[src/sv/mrfgd_pkg.sv]
// Package for the Modbus RTU frame gap detector.
// Holds the result beat layout, register indexes and the baud gap table.
// No dependencies.
`default_nettype none

package mrfgd_pkg;

  localparam int unsigned LEVEL_W   = 6;
  localparam int unsigned SIL_W     = 8;
  localparam int unsigned GAP_W     = 5;
  localparam int unsigned BAUD_W    = 4;
  localparam int unsigned CFG_IDX_W = 8;
  localparam int unsigned CFG_DAT_W = 4;
  localparam int unsigned IN_DATA_W  = 8;
  localparam int unsigned OUT_DATA_W = 16;

  localparam logic [SIL_W-1:0]  SILENCE_MAX   = 8'd200;
  localparam logic [BAUD_W-1:0] BAUD_RESET    = 4'd2;
  localparam logic [BAUD_W-1:0] BAUD_FALLBACK = 4'd2;

  typedef enum logic [CFG_IDX_W-1:0] {
    REG_ENABLE    = 8'd0,
    REG_BAUD_CODE = 8'd1
  } cfg_reg_t;

  // Result beat, listed from the highest bit down.
  typedef struct packed {
    logic [LEVEL_W-1:0] frame_length;
    logic               frame_ready;
    logic               frame_open;
    logic               flush;
    logic [LEVEL_W-1:0] read_count;
    logic               frame_done;
  } result_t;

  // Allowed silence in ticks per baud code; unknown codes behave as the fallback.
  function automatic logic [GAP_W-1:0] gap_limit(input logic [BAUD_W-1:0] code);
    logic [GAP_W-1:0] g;
    case (code)
      4'd0:    g = 5'd17;
      4'd1:    g = 5'd8;
      4'd2:    g = 5'd5;
      4'd3:    g = 5'd3;
      4'd4:    g = 5'd2;
      4'd5:    g = 5'd1;
      4'd6:    g = 5'd1;
      4'd7:    g = 5'd1;
      4'd8:    g = 5'd0;
      4'd9:    g = 5'd0;
      4'd10:   g = 5'd0;
      default: g = 5'd5;
    endcase
    return g;
  endfunction

endpackage

`default_nettype wire

[src/sv/modbus_rtu_frame_gap_detector_top.sv]
// Modbus RTU frame gap detector, top level.
// Depends on mrfgd_pkg for the result layout, register indexes and gap table.
//
// Usage:
//   in_*  : one beat per 1 ms tick, tdata[5:0] = receive FIFO fill level.
//   out_* : one result beat per tick, tdata from bit 0 up: frame_done,
//           read_count[5:0], flush, frame_open, frame_ready, frame_length[5:0].
//   cfg_* : register writes, index 0 = enable, index 1 = baud_code; always ready.
// The result for a tick is on out_* in the cycle after the tick is
// accepted. Throughput: one tick per cycle; the tick's state update and its
// result are formed in one pass of compare logic into the output register.
// A tick is taken while the output register is empty or being drained, so a
// stalled receiver holds its beat and stops new ticks until it drains.
// Reset: enable=0, baud_code=2, silence count, previous level, flags and
// held length cleared, output register empty.
`default_nettype none

module modbus_rtu_frame_gap_detector_top #(
  parameter int unsigned FIFO_DEPTH = 32
) (
  input  wire                               clk,
  input  wire                               rst_n,
  // in_tdata: fifo_level[5:0], bits [7:6] zero
  input  wire                               in_tvalid,
  output logic                              in_tready,
  input  wire  [mrfgd_pkg::IN_DATA_W-1:0]   in_tdata,
  // out_tdata: frame_done, read_count[5:0], flush, frame_open, frame_ready,
  //            frame_length[5:0]
  output logic                              out_tvalid,
  input  wire                               out_tready,
  output logic [mrfgd_pkg::OUT_DATA_W-1:0]  out_tdata,
  input  wire                               cfg_valid,
  output logic                              cfg_ready,
  input  wire  [mrfgd_pkg::CFG_IDX_W-1:0]   cfg_index,
  input  wire  [mrfgd_pkg::CFG_DAT_W-1:0]   cfg_data
);
  import mrfgd_pkg::*;

  localparam logic [SIL_W-1:0] DEPTH_C = SIL_W'(FIFO_DEPTH);

  logic               enable_r;
  logic [BAUD_W-1:0]  baud_r;
  logic [SIL_W-1:0]   sil_r, sil_nxt;
  logic [LEVEL_W-1:0] prev_r, prev_nxt;
  logic               started_r, started_nxt;
  logic               finished_r, finished_nxt;
  logic [LEVEL_W-1:0] len_r, len_nxt;
  logic               out_valid_r;
  result_t            res_r, res_nxt;

  logic               in_beat;
  logic [LEVEL_W-1:0] lvl;
  logic [SIL_W-1:0]   sil_inc;
  logic               past_gap;

  assign cfg_ready  = 1'b1;
  assign in_tready  = !out_valid_r || out_tready;
  assign in_beat    = in_tvalid && in_tready;
  assign out_tvalid = out_valid_r;
  assign out_tdata  = res_r;

  always_comb begin
    logic done, flush;
    logic [LEVEL_W-1:0] count;
    done  = 1'b0;
    flush = 1'b0;
    count = '0;
    // clamp to FIFO capacity
    if ({2'b00, in_tdata[LEVEL_W-1:0]} > DEPTH_C) begin
      lvl = DEPTH_C[LEVEL_W-1:0];
    end else begin
      lvl = in_tdata[LEVEL_W-1:0];
    end
    sil_inc  = (sil_r < SILENCE_MAX) ? sil_r + 8'd1 : sil_r;
    past_gap = sil_inc > {3'b000, gap_limit(baud_r)};

    sil_nxt      = sil_r;
    prev_nxt     = prev_r;
    started_nxt  = started_r;
    finished_nxt = finished_r;
    len_nxt      = len_r;

    if (enable_r) begin
      sil_nxt  = sil_inc;
      prev_nxt = lvl;
      if (lvl != '0 && prev_r == '0) begin
        if (past_gap) begin
          len_nxt      = '0;
          started_nxt  = 1'b1;
          finished_nxt = 1'b0;
          sil_nxt      = '0;
        end
      end else if (lvl > prev_r) begin
        sil_nxt = '0;
      end else if (lvl == prev_r && lvl != '0) begin
        if (past_gap) begin
          if (started_r) begin
            done         = 1'b1;
            count        = lvl;
            len_nxt      = lvl;
            finished_nxt = 1'b1;
          end else begin
            flush = 1'b1;
          end
          started_nxt = 1'b0;
        end
      end
    end

    res_nxt.frame_done   = done;
    res_nxt.read_count   = count;
    res_nxt.flush        = flush;
    res_nxt.frame_open   = started_nxt;
    res_nxt.frame_ready  = finished_nxt;
    res_nxt.frame_length = len_nxt;
  end

  always_ff @(posedge clk) begin
    if (!rst_n) begin
      enable_r    <= 1'b0;
      baud_r      <= BAUD_RESET;
      sil_r       <= '0;
      prev_r      <= '0;
      started_r   <= 1'b0;
      finished_r  <= 1'b0;
      len_r       <= '0;
      out_valid_r <= 1'b0;
    end else begin
      if (cfg_valid) begin
        case (cfg_index)
          REG_ENABLE:    enable_r <= cfg_data[0];
          REG_BAUD_CODE: baud_r   <= cfg_data;
          default:       ;
        endcase
      end
      if (in_beat) begin
        sil_r      <= sil_nxt;
        prev_r     <= prev_nxt;
        started_r  <= started_nxt;
        finished_r <= finished_nxt;
        len_r      <= len_nxt;
      end
      if (in_beat) begin
        out_valid_r <= 1'b1;
      end else if (out_tready) begin
        out_valid_r <= 1'b0;
      end
    end
  end

  always_ff @(posedge clk) begin
    if (in_beat) begin
      res_r <= res_nxt;
    end
  end

endmodule

`default_nettype wire

[config.mk]
export PLATFORM = sky130hd
export DESIGN_NAME = modbus_rtu_frame_gap_detector_top
export DESIGN_NICKNAME = d
export VERILOG_FILES = /design/src/sv/mrfgd_pkg.sv /design/src/sv/modbus_rtu_frame_gap_detector_top.sv
export SDC_FILE = /design/constraint.sdc
export NUM_CORES = 1
export LEC_CHECK = 0
export BUFFER_PORTS_ARGS = -buffer_cell sky130_fd_sc_hd__buf_2
export CORE_MARGIN = 3
export CORE_UTILIZATION = 30
export DETAILED_ROUTE_END_ITERATION = 10
export GPL_TIMING_DRIVEN = 0
export SYNTH_ARGS = -nofsm -noshare
export SYNTH_HDL_FRONTEND = slang
export SYNTH_SLANG_ARGS = --single-unit
[constraint.sdc]
create_clock -name clk -period 5.05 [get_ports clk]
set_clock_uncertainty 0.1 [all_clocks]
set_input_delay 0.2525 -clock clk [delete_from_list [all_inputs] [get_ports clk]]
set_output_delay 0.2525 -clock clk [all_outputs]
set_load 0.02 [all_outputs]
==> impl_metrics.toml, run 1 <==
[outcome]
outcome = "finished, final reports clean"

[pwr]
total_power_uw = 700
peakVddDrop_mv = 0.124
powerDensity_mw_per_mm2 = 235
leakage_nw = 1.23

[cts]
numClockSinks = 49
root_buffer = "clkbuf_8"
cts_buffer_depth = 2
cts_max_level = 2
insertion_delay_ns = 0.30
ctsHoldBuffers = 0
numCtsBuffers = 5
cts_resized = 0
cts_tree = "done"
path_clk_slew_ns = 0.09
cts_setup_buffers = 0

[synthesis]
yosys.area.top_type = "dfxtp_1"
synth-main-ff-cell = "dfxtp_1"
synth_fp_nets = 322
syn_inst = 285
synth.distinct_cells = 51
synth_area_mm2 = 0.00256
synth-edff-count = 16
async_reset_ff_share_pct = 0
yosys-top-cells-count = "nand2_1 (38), dfxtp_1 (33), inv_1 (25)"
synth.avg_cell_area_um2 = 9.00
netlist_top_cells_area = "dfxtp_1 (26%), edfxtp_1 (19%), ha_1 (5.9%), nand2_1 (5.6%), inv_1 (3.7%)"
synth_top_area_share_pct = 25.8
synth.most_common_cell = "nand2_1"
yosys_warnings = 0
synth-seq-cells = 49
synth_sequential_area_ratio_pct = 44.5

[flow_run]
max_cap_violations = 0

[sta]
setup_viol = 0
period_minus_slack_ns = 3.52
slew_viol_final = 0
timing.fmax_mhz = 284
rsz0062_at_grt = "false"
tightest_slew_ns = 0.683
slew-limit-headroom_pct = 54.4
hold_ws_ns = 0.114
fin_crit_sh_pct = 69.8
finalSetupTns_ns = 0
hold_viol_final = 0

[floorplanning]
die_h_um = 98.4
rows = 33
dieWidth_um = 98.4
num_io_pins = 44
die_area_mm2 = 0.00969
coreArea_mm2 = 0.00826
start_util_pct = 31.0

[drt]
ant_nets = 0
drt-total-wl_mm = 5.54
vias_per_cell = 4.95
vias = 2170
wl_per_cell_um = 12.6
drc = 0
first_pass_iters = 4
first_iter_violations = 89

[setup_path]
worstPathArrival_ns = 3.48
cp-start-kind = "register"
critPathRequiredTime_ns = 5.01
path_buf_inv = 3
slowest_delay_ns = 0.41
crit_slowest_cell = "a32oi_1"
worstPathMaxFanout = 9
endpoint_kind = "register"
crit_family = "compound AO/OA/AOI/OAI gates"
crit_chain = "buf_2 > nor3_1 > or2_2 > clkbuf_1 > nand4_1 > xnor2_1 > ha_1 > and3_1 > o21ai_0 > a32oi_1 > o21ai_2 > or2_1 > clkbuf_1 > a22o_1"
path_common_cell = "clkbuf_1"
critPathKind = "register to register"

[finish]
fill_cells = 879
drive_gt1_share_pct = 17.1
syn_to_final_growth_pct = 16.2
antennaDiodeCount = 0
layout.nets = 369

[global_route]
grt_usage_pct = 11.9
antenna_found_initial = 0
grt_pass1_wl_mm = 9.51
gr-total-overflow = 0
grt_max_degree = 20
grt_pass1_vias = 2047

[placement]
io_buffers = 40
hpwl_mm = 4.29
gp_congestion = 0.803

[hold_path]
min_path_type = "primary input to register"
-- power by group --
group	switching (mW)	internal (mW)
clock network	0.131	0.0984
logic	0.0385	0.0192
registers	0.00142	0.412
-- area by class of cell --
type	count	area, um^2	area share, %
Buffer	11	55.1	1.85
Clock buffer	7	76.3	2.56
Clock inverter	1	7.51	0.252
Inverter	26	97.6	3.28
Multi-Input combinational cell	199	1270	42.6
Sequential cell	49	1140	38.3
Tap cell	105	131	4.41
Timing Repair Buffer	40	200	6.72
-- layer usage --
layer,track usage (%),up-vias,part of all wire (%)
met2,18.6,69,44
met5,0,-,0
met1,16.7,986,48
met4,3.26,0,1.0
met3,2.62,7,6.6
li1,-,1108,-
-- layout by cell type, fill, tap and decap left out, drive strengths merged, types with 6 or more instances in the layout --
cell type and count:
nor2 18, mux2i 6, nor2b 7, nand2 38, clkbuf 14, inv 26, dfxtp 33, ha 12
a21oi 8, nor3 8, edfxtp 16, buf 44, o21ai 16, a22o 9, o211ai 7, nand3 11
-- worst register-to-register path: cells and delay by family, from the launching register on --
| family | cells | cell delay [ns] |
|---|---|---|
| compound gates | 4 | 0.96 |
| flops | 1 | 0.31 |
| simple gates | 5 | 0.91 |
| fa+ha+maj | 1 | 0.31 |
| buf+inv | 3 | 0.51 |
| xor+xnor | 1 | 0.17 |
-- through the flow --
stage | worst slack (ns) | instance area (um^2) | util, % | instances
after floorplan | 1.95 | 2560 | - | 285
after global placement | 1.58 | 2900 | 35.1 | 430
after detailed placement | 1.56 | 2900 | 35.1 | 430
after CTS | 1.51 | 2980 | 36.1 | 438
after global routing | 1.20 | 2980 | 36.1 | 438
final | 1.53 | 2980 | 36.1 | 438
-- worst paths after layout --
check | startpoint | endpoint | slack [ns] | depth (start not counted)
setup / recovery | sil_r[5]$_SDFFE_PN0P_ | out_tdata[11]$_DFFE_PP_ | 1.53 | 14
hold / removal | in_tvalid | out_tvalid$_SDFFE_PN0P_ | 0.11 | 3
setup reg to reg | sil_r[5]$_SDFFE_PN0P_ | out_tdata[11]$_DFFE_PP_ | 1.53 | 14
hold reg to reg | len_r[4]$_SDFFE_PN0P_ | len_r[4]$_SDFFE_PN0P_ | 0.36 | 2
-- cell families (layout without fill, tap and decap cells) --
kind of cell               Yosys count  in the layout  share of synthesized area, %
and+or+nand+nor                    112            112                          21.7
buffers and inverters               37             85                          5.95
adders and majority gates           12             12                          5.86
other                                1              1                         0.146
DFF                                 49             49                          44.5
muxes                                6              6                          2.83
AOI/OAI and AO/OA                   64             64                          17.7
xor gates and xnor gates             4              4                          1.37
Note: power is estimated with default switching activity, not from simulation.
==> run 2: changes to the inputs <==
Clock period 5.05 ns to 3.1 ns, I/O delays scaled along.
==> run 2 against run 1 <==
Net effect: worst setup slack lost 1.4 ns; largest power group unchanged; cell count did not move; core utilization increased by 0.88 points; power is 61% higher; critical path depth shrank 2; final area up 2.4%.
==> impl_metrics.toml, run 2 (same netlist as run 1, synthesis figures left out) <==
[setup_path]
path_buf_inv = 1
cp-start-kind = "register"
crit_slowest_cell = "dfxtp_4"
worstPathMaxFanout = 10
crit_chain = "nor3_4 > or2_4 > nand4_1 > xnor2_2 > ha_1 > and3_4 > o21ai_1 > a32oi_2 > o21ai_4 > or2_4 > buf_6 > o32ai_1"
path_common_cell = "or2_4"
crit_family = "simple AND/OR/NAND/NOR gates"
worstPathArrival_ns = 3.05
r2r-end = "len_r[3]$_SDFFE_PN0P_"
critPathKind = "register to register"
r2r_slack_ns = 0.16
slowest_delay_ns = 0.38
critPathRequiredTime_ns = 3.21
endpoint_kind = "register"
worstReg2RegStart = "sil_r[3]$_SDFFE_PN0P_"
reg2reg_depth = 12

[finish]
layout_common_cells = "buf_2 (41), nand2_1 (38), dfxtp_1 (30), inv_1 (25), nor2_1 (18)"
antennaDiodeCount = 0
final_common_cell = "buf_2"
syn_to_final_growth_pct = 19.0
drive_gt1_share_pct = 21.3
stdcell_count = 438
fill_cells = 858
layout.nets = 370

[cts]
numCtsBuffers = 5
path_clk_slew_ns = 0.09
cts_buffer_depth = 2
ctsHoldBuffers = 0
cts_tree = "done"
cts_max_level = 2
insertion_delay_ns = 0.30
numClockSinks = 49
root_buffer = "clkbuf_8"

[floorplanning]
die_area_mm2 = 0.00969
num_io_pins = 44
die_h_um = 98.4
dieWidth_um = 98.4
start_util_pct = 31.0
coreArea_mm2 = 0.00826
rows = 33

[sta]
tightest_slew_ns = 0.702
finalSetupTns_ns = 0
fin_ws_ns = 0.159
slew_viol_final = 0
timing.fmax_mhz = 340
fin_crit_sh_pct = 94.9
slew-limit-headroom_pct = 53.2
period_minus_slack_ns = 2.94
hold_viol_final = 0
setup_viol = 0
rsz0062_at_grt = "true"

[drt]
vias_per_cell = 4.97
first_pass_iters = 4
first_iter_violations = 101
drc = 0
wl_per_cell_um = 13.0
ant_nets = 0
drt-total-wl_mm = 5.68
vias = 2176

[hold_path]
worstHoldStart = "in_tvalid"
holdPathStages = 3
min_path_type = "primary input to register"
min_to = "out_tvalid$_SDFFE_PN0P_"

[pwr]
sw_frac_of_total_pct = 24.4
combPwrFrac_pct = 8.4
peakVddDrop_mv = 0.174
power_switching_uw = 275
powerDensity_mw_per_mm2 = 370
leakage_nw = 1.25
total_power_mw = 1.13
internal_power_uw = 854
seqPwrFrac_pct = 59.6
p_clk_share_pct = 32.1

[placement]
hpwl_mm = 4.34
pre_cts_slack_ns = -0.304
io_buffers = 40
gp_congestion = 0.802
dp.cells = 430

[outcome]
outcome = "finished, final reports clean"

[global_route]
grt_pass1_wl_mm = 9.59
grt_max_degree = 20
grt_pass1_vias = 2101
grt_usage_pct = 12.0
antenna_found_initial = 0
gr-total-overflow = 0

[flow_run]
max_cap_violations = 0
## run 2: worst max path at each step
stage / start / endpoint / slack [ns] / depth (start not counted)
6_report: sil_r[3]$_SDFFE_PN0P_ / len_r[3]$_SDFFE_PN0P_ / 0.16 / 12
5_1_grt: sil_r[3]$_SDFFE_PN0P_ / out_tdata[15]$_DFFE_PP_ / -0.02 / 12
4_1_cts: sil_r[5]$_SDFFE_PN0P_ / out_tdata[13]$_DFFE_PP_ / 0.06 / 12
3_5_place_dp: sil_r[5]$_SDFFE_PN0P_ / out_tdata[13]$_DFFE_PP_ / -0.30 / 14
3_3_place_gp: sil_r[5]$_SDFFE_PN0P_ / out_tdata[11]$_DFFE_PP_ / -0.28 / 14
2_1_floorplan: sil_r[5]$_SDFFE_PN0P_ / out_tdata[11]$_DFFE_PP_ / 0.05 / 14
## run 2: layout make-up
type / count / area [um^2] / share of cell area (%)
buffer: 8 / 42.5 / 1.39
clock buffer: 5 / 68.8 / 2.26
clock inverter: 2 / 11.3 / 0.369
inverter: 26 / 97.6 / 3.20
multi-input combinational: 199 / 1320 / 43.3
sequential: 49 / 1150 / 37.6
tap: 105 / 131 / 4.31
timing repair buffer: 44 / 230 / 7.54
## run 2: what timing repair did
action	CTS	global route
setup buffers	1	3
resized for setup	4	11
setup endpoints to repair	22	22
pin swaps	1	9
## run 2: power by group through the flow
stage / logic [mW] / clock network [mW] / registers (mW)
global placement: 0.0941 / 0 / 0.688
finish: 0.0943 / 0.362 / 0.673
global route: 0.104 / 0.399 / 0.674
detailed placement: 0.0943 / 0 / 0.689
floorplan: 0.0387 / 0 / 0.702
CTS: 0.0945 / 0.374 / 0.674
## run 2: worst min-delay path: cells and delay by family
kind	cells	cell delay [ns]
AO/OA/AOI/OAI	1	0.06
buffers and inverters	2	0.15
## run 2: layer usage
layer  wire length, um  part of all wire [%]  global-route usage [%]
met3               439                   7.7                    4.03
met5                 0                     0                       0
met2              2480                    44                    18.5
met1              2680                    47                    16.3
met4                68                   1.2                    3.05
## run 2: metrics by stage
step	area (um^2)	hold slack, ns	utilization, %
3_3_place_gp	2900	0.326	35.2
3_5_place_dp	2900	0.339	35.2
6_report	3050	0.00852	37.0
5_1_grt	3050	0.0205	37.0
2_1_floorplan	2570	0.194	-
4_1_cts	3000	0.00717	36.3
==> run 3: changes to the inputs <==
Settings changed: CTS_CLUSTER_SIZE from default to 20, SETUP_SLACK_MARGIN from default to 0.3.
==> run 3 against run 2 <==
Net effect: via count grew 6.1%; count of clock-buffer cells in the layout grew 1; maximum frequency shrank 1.8%; register-to-register slack lost 0.05 ns; clock power grew 5.5%; hold slack gained 0.015 ns; cell count grew 4.1%; critical path depth grew 2; core utilization grew 4.8 points; final area grew 13%; critical endpoint is now out_tdata[14]$_DFFE_PP_; largest cell class unchanged; largest power group unchanged.
==> impl_metrics.toml, run 3 (same netlist as run 1, synthesis figures left out) <==
[setup_path]
endpoint_kind = "register"
worstPathArrival_ns = 2.97
worstPathMaxFanout = 6
critPathKind = "register to register"
critPathRequiredTime_ns = 3.07
cp-start-kind = "register"

[sta]
slew_viol_final = 0
timing.fmax_mhz = 334
fin_ws_ns = 0.104
setup_viol = 0
fin_crit_sh_pct = 96.6
rsz0062_at_grt = "true"
hold_viol_final = 0
finalSetupTns_ns = 0
tightest_slew_ns = 0.726
period_minus_slack_ns = 3.00
slew-limit-headroom_pct = 51.5

[drt]
drc = 0
first_pass_iters = 4
drt-total-wl_mm = 6.53
ant_nets = 0
vias = 2308
first_iter_violations = 111
vias_per_cell = 5.06
wl_per_cell_um = 14.3

[finish]
fin_area_mm2 = 0.00345
final_common_cell = "buf_2"
syn_to_final_growth_pct = 34.4
layout_common_cells = "buf_2 (41), nand2_1 (38), dfxtp_1 (27), inv_1 (25), edfxtp_1 (16)"
layout.nets = 387
drive_gt1_share_pct = 31.6
fill_cells = 841
antennaDiodeCount = 0
regArea_mm2 = 0.00115
stdcell_count = 456
multi_input_area_mm2 = 0.00150

[cts]
numCtsBuffers = 5
insertion_delay_ns = 0.31
ctsHoldBuffers = 0
cts_tree = "done"
numClockSinks = 49
cts_buffer_depth = 2
root_buffer = "clkbuf_8"
path_clk_slew_ns = 0.09
cts_max_level = 2

[placement]
io_buffers = 40
hpwl_mm = 4.64
pre_cts_slack_ns = -0.0902
dp.cells = 430
place_area_mm2 = 0.00297
gp_congestion = 0.815

[pwr]
leakage_nw = 1.38
powerDensity_mw_per_mm2 = 336
peakVddDrop_mv = 0.187

[floorplanning]
start_util_pct = 31.0
die_area_mm2 = 0.00969
coreArea_mm2 = 0.00826
num_io_pins = 44
rows = 33
dieWidth_um = 98.4
die_h_um = 98.4

[flow_run]
max_cap_violations = 0

[global_route]
grt_max_degree = 20
gr-total-overflow = 0
grt_pass1_wl_mm = 10.7
antenna_found_initial = 0
grt_pass1_vias = 2248
grt_usage_pct = 13.5

[outcome]
outcome = "finished, final reports clean"

[hold_path]
min_path_type = "primary input to register"
-- run 3: timing repair --
action / 4_1_cts / 5_1_grt
endpoints found under the hold margin: 0 / 0
setup endpoints to repair: 27 / 30
cloned: 1 / 0
gates resized for setup: 31 / 23
setup buffers: 12 / 5
pin swaps: 19 / 27
-- run 3: worst max-delay path, cell delays in order (launching register included) --
cell      delay [ns]
dfxtp_2         0.33
buf_6           0.11
nor3_4          0.11
or2_4           0.14
buf_8           0.09
nand4_1         0.14
xnor2_2         0.18
ha_1            0.30
and3_4          0.22
o21ai_4         0.07
a32oi_4         0.24
o21ai_4         0.10
or2_1           0.25
clkbuf_8        0.15
a22o_1          0.23
-- run 3: path summary, 6_finish.rpt --
path | from | endpoint | slack (ns) | depth (start not counted)
worst max-delay path | sil_r[5]$_SDFFE_PN0P_ | out_tdata[14]$_DFFE_PP_ | 0.10 | 14
worst min-delay path | in_tvalid | out_tvalid$_SDFFE_PN0P_ | 0.02 | 3
worst max register to register | sil_r[5]$_SDFFE_PN0P_ | out_tdata[14]$_DFFE_PP_ | 0.10 | 14
worst min register to register | len_r[0]$_SDFFE_PN0P_ | len_r[0]$_SDFFE_PN0P_ | 0.39 | 2
-- run 3: final cells by class --
| class | instances | share of cell area (%) |
|---|---|---|
| clock buffer | 6 | 2.11 |
| sequential | 49 | 33.4 |
| tap | 105 | 3.81 |
| inverter | 26 | 2.90 |
| timing repair buffer | 58 | 11.4 |
| clock inverter | 2 | 0.399 |
| buffer | 11 | 2.51 |
| multi-input combinational | 199 | 43.4 |
-- run 3: metal layers --
metal	GRT usage, %	vias up	wire, um
met5	0	-	0
met4	4.10	0	80
met3	2.76	7	268
met2	22.6	49	3300
met1	17.5	1105	2870
li1	-	1147	-
-- run 3: stage by stage --
step | power, mW | util (%) | hold WS (ns)
global placement | 0.784 | 36.0 | 0.343
finish | 1.16 | 41.7 | 0.0232
global route | 1.21 | 41.7 | 0.0481
detailed placement | 0.786 | 36.0 | 0.347
floorplan | 0.742 | - | 0.194
CTS | 1.17 | 40.2 | 0.0181
-- run 3: where the power goes --
part           leakage [nW]  internal [mW]  total, mW  switching, mW
Combinational         0.907         0.0340      0.104         0.0701
Sequential            0.432          0.670      0.673        0.00245
Clock                0.0456          0.161      0.382          0.221
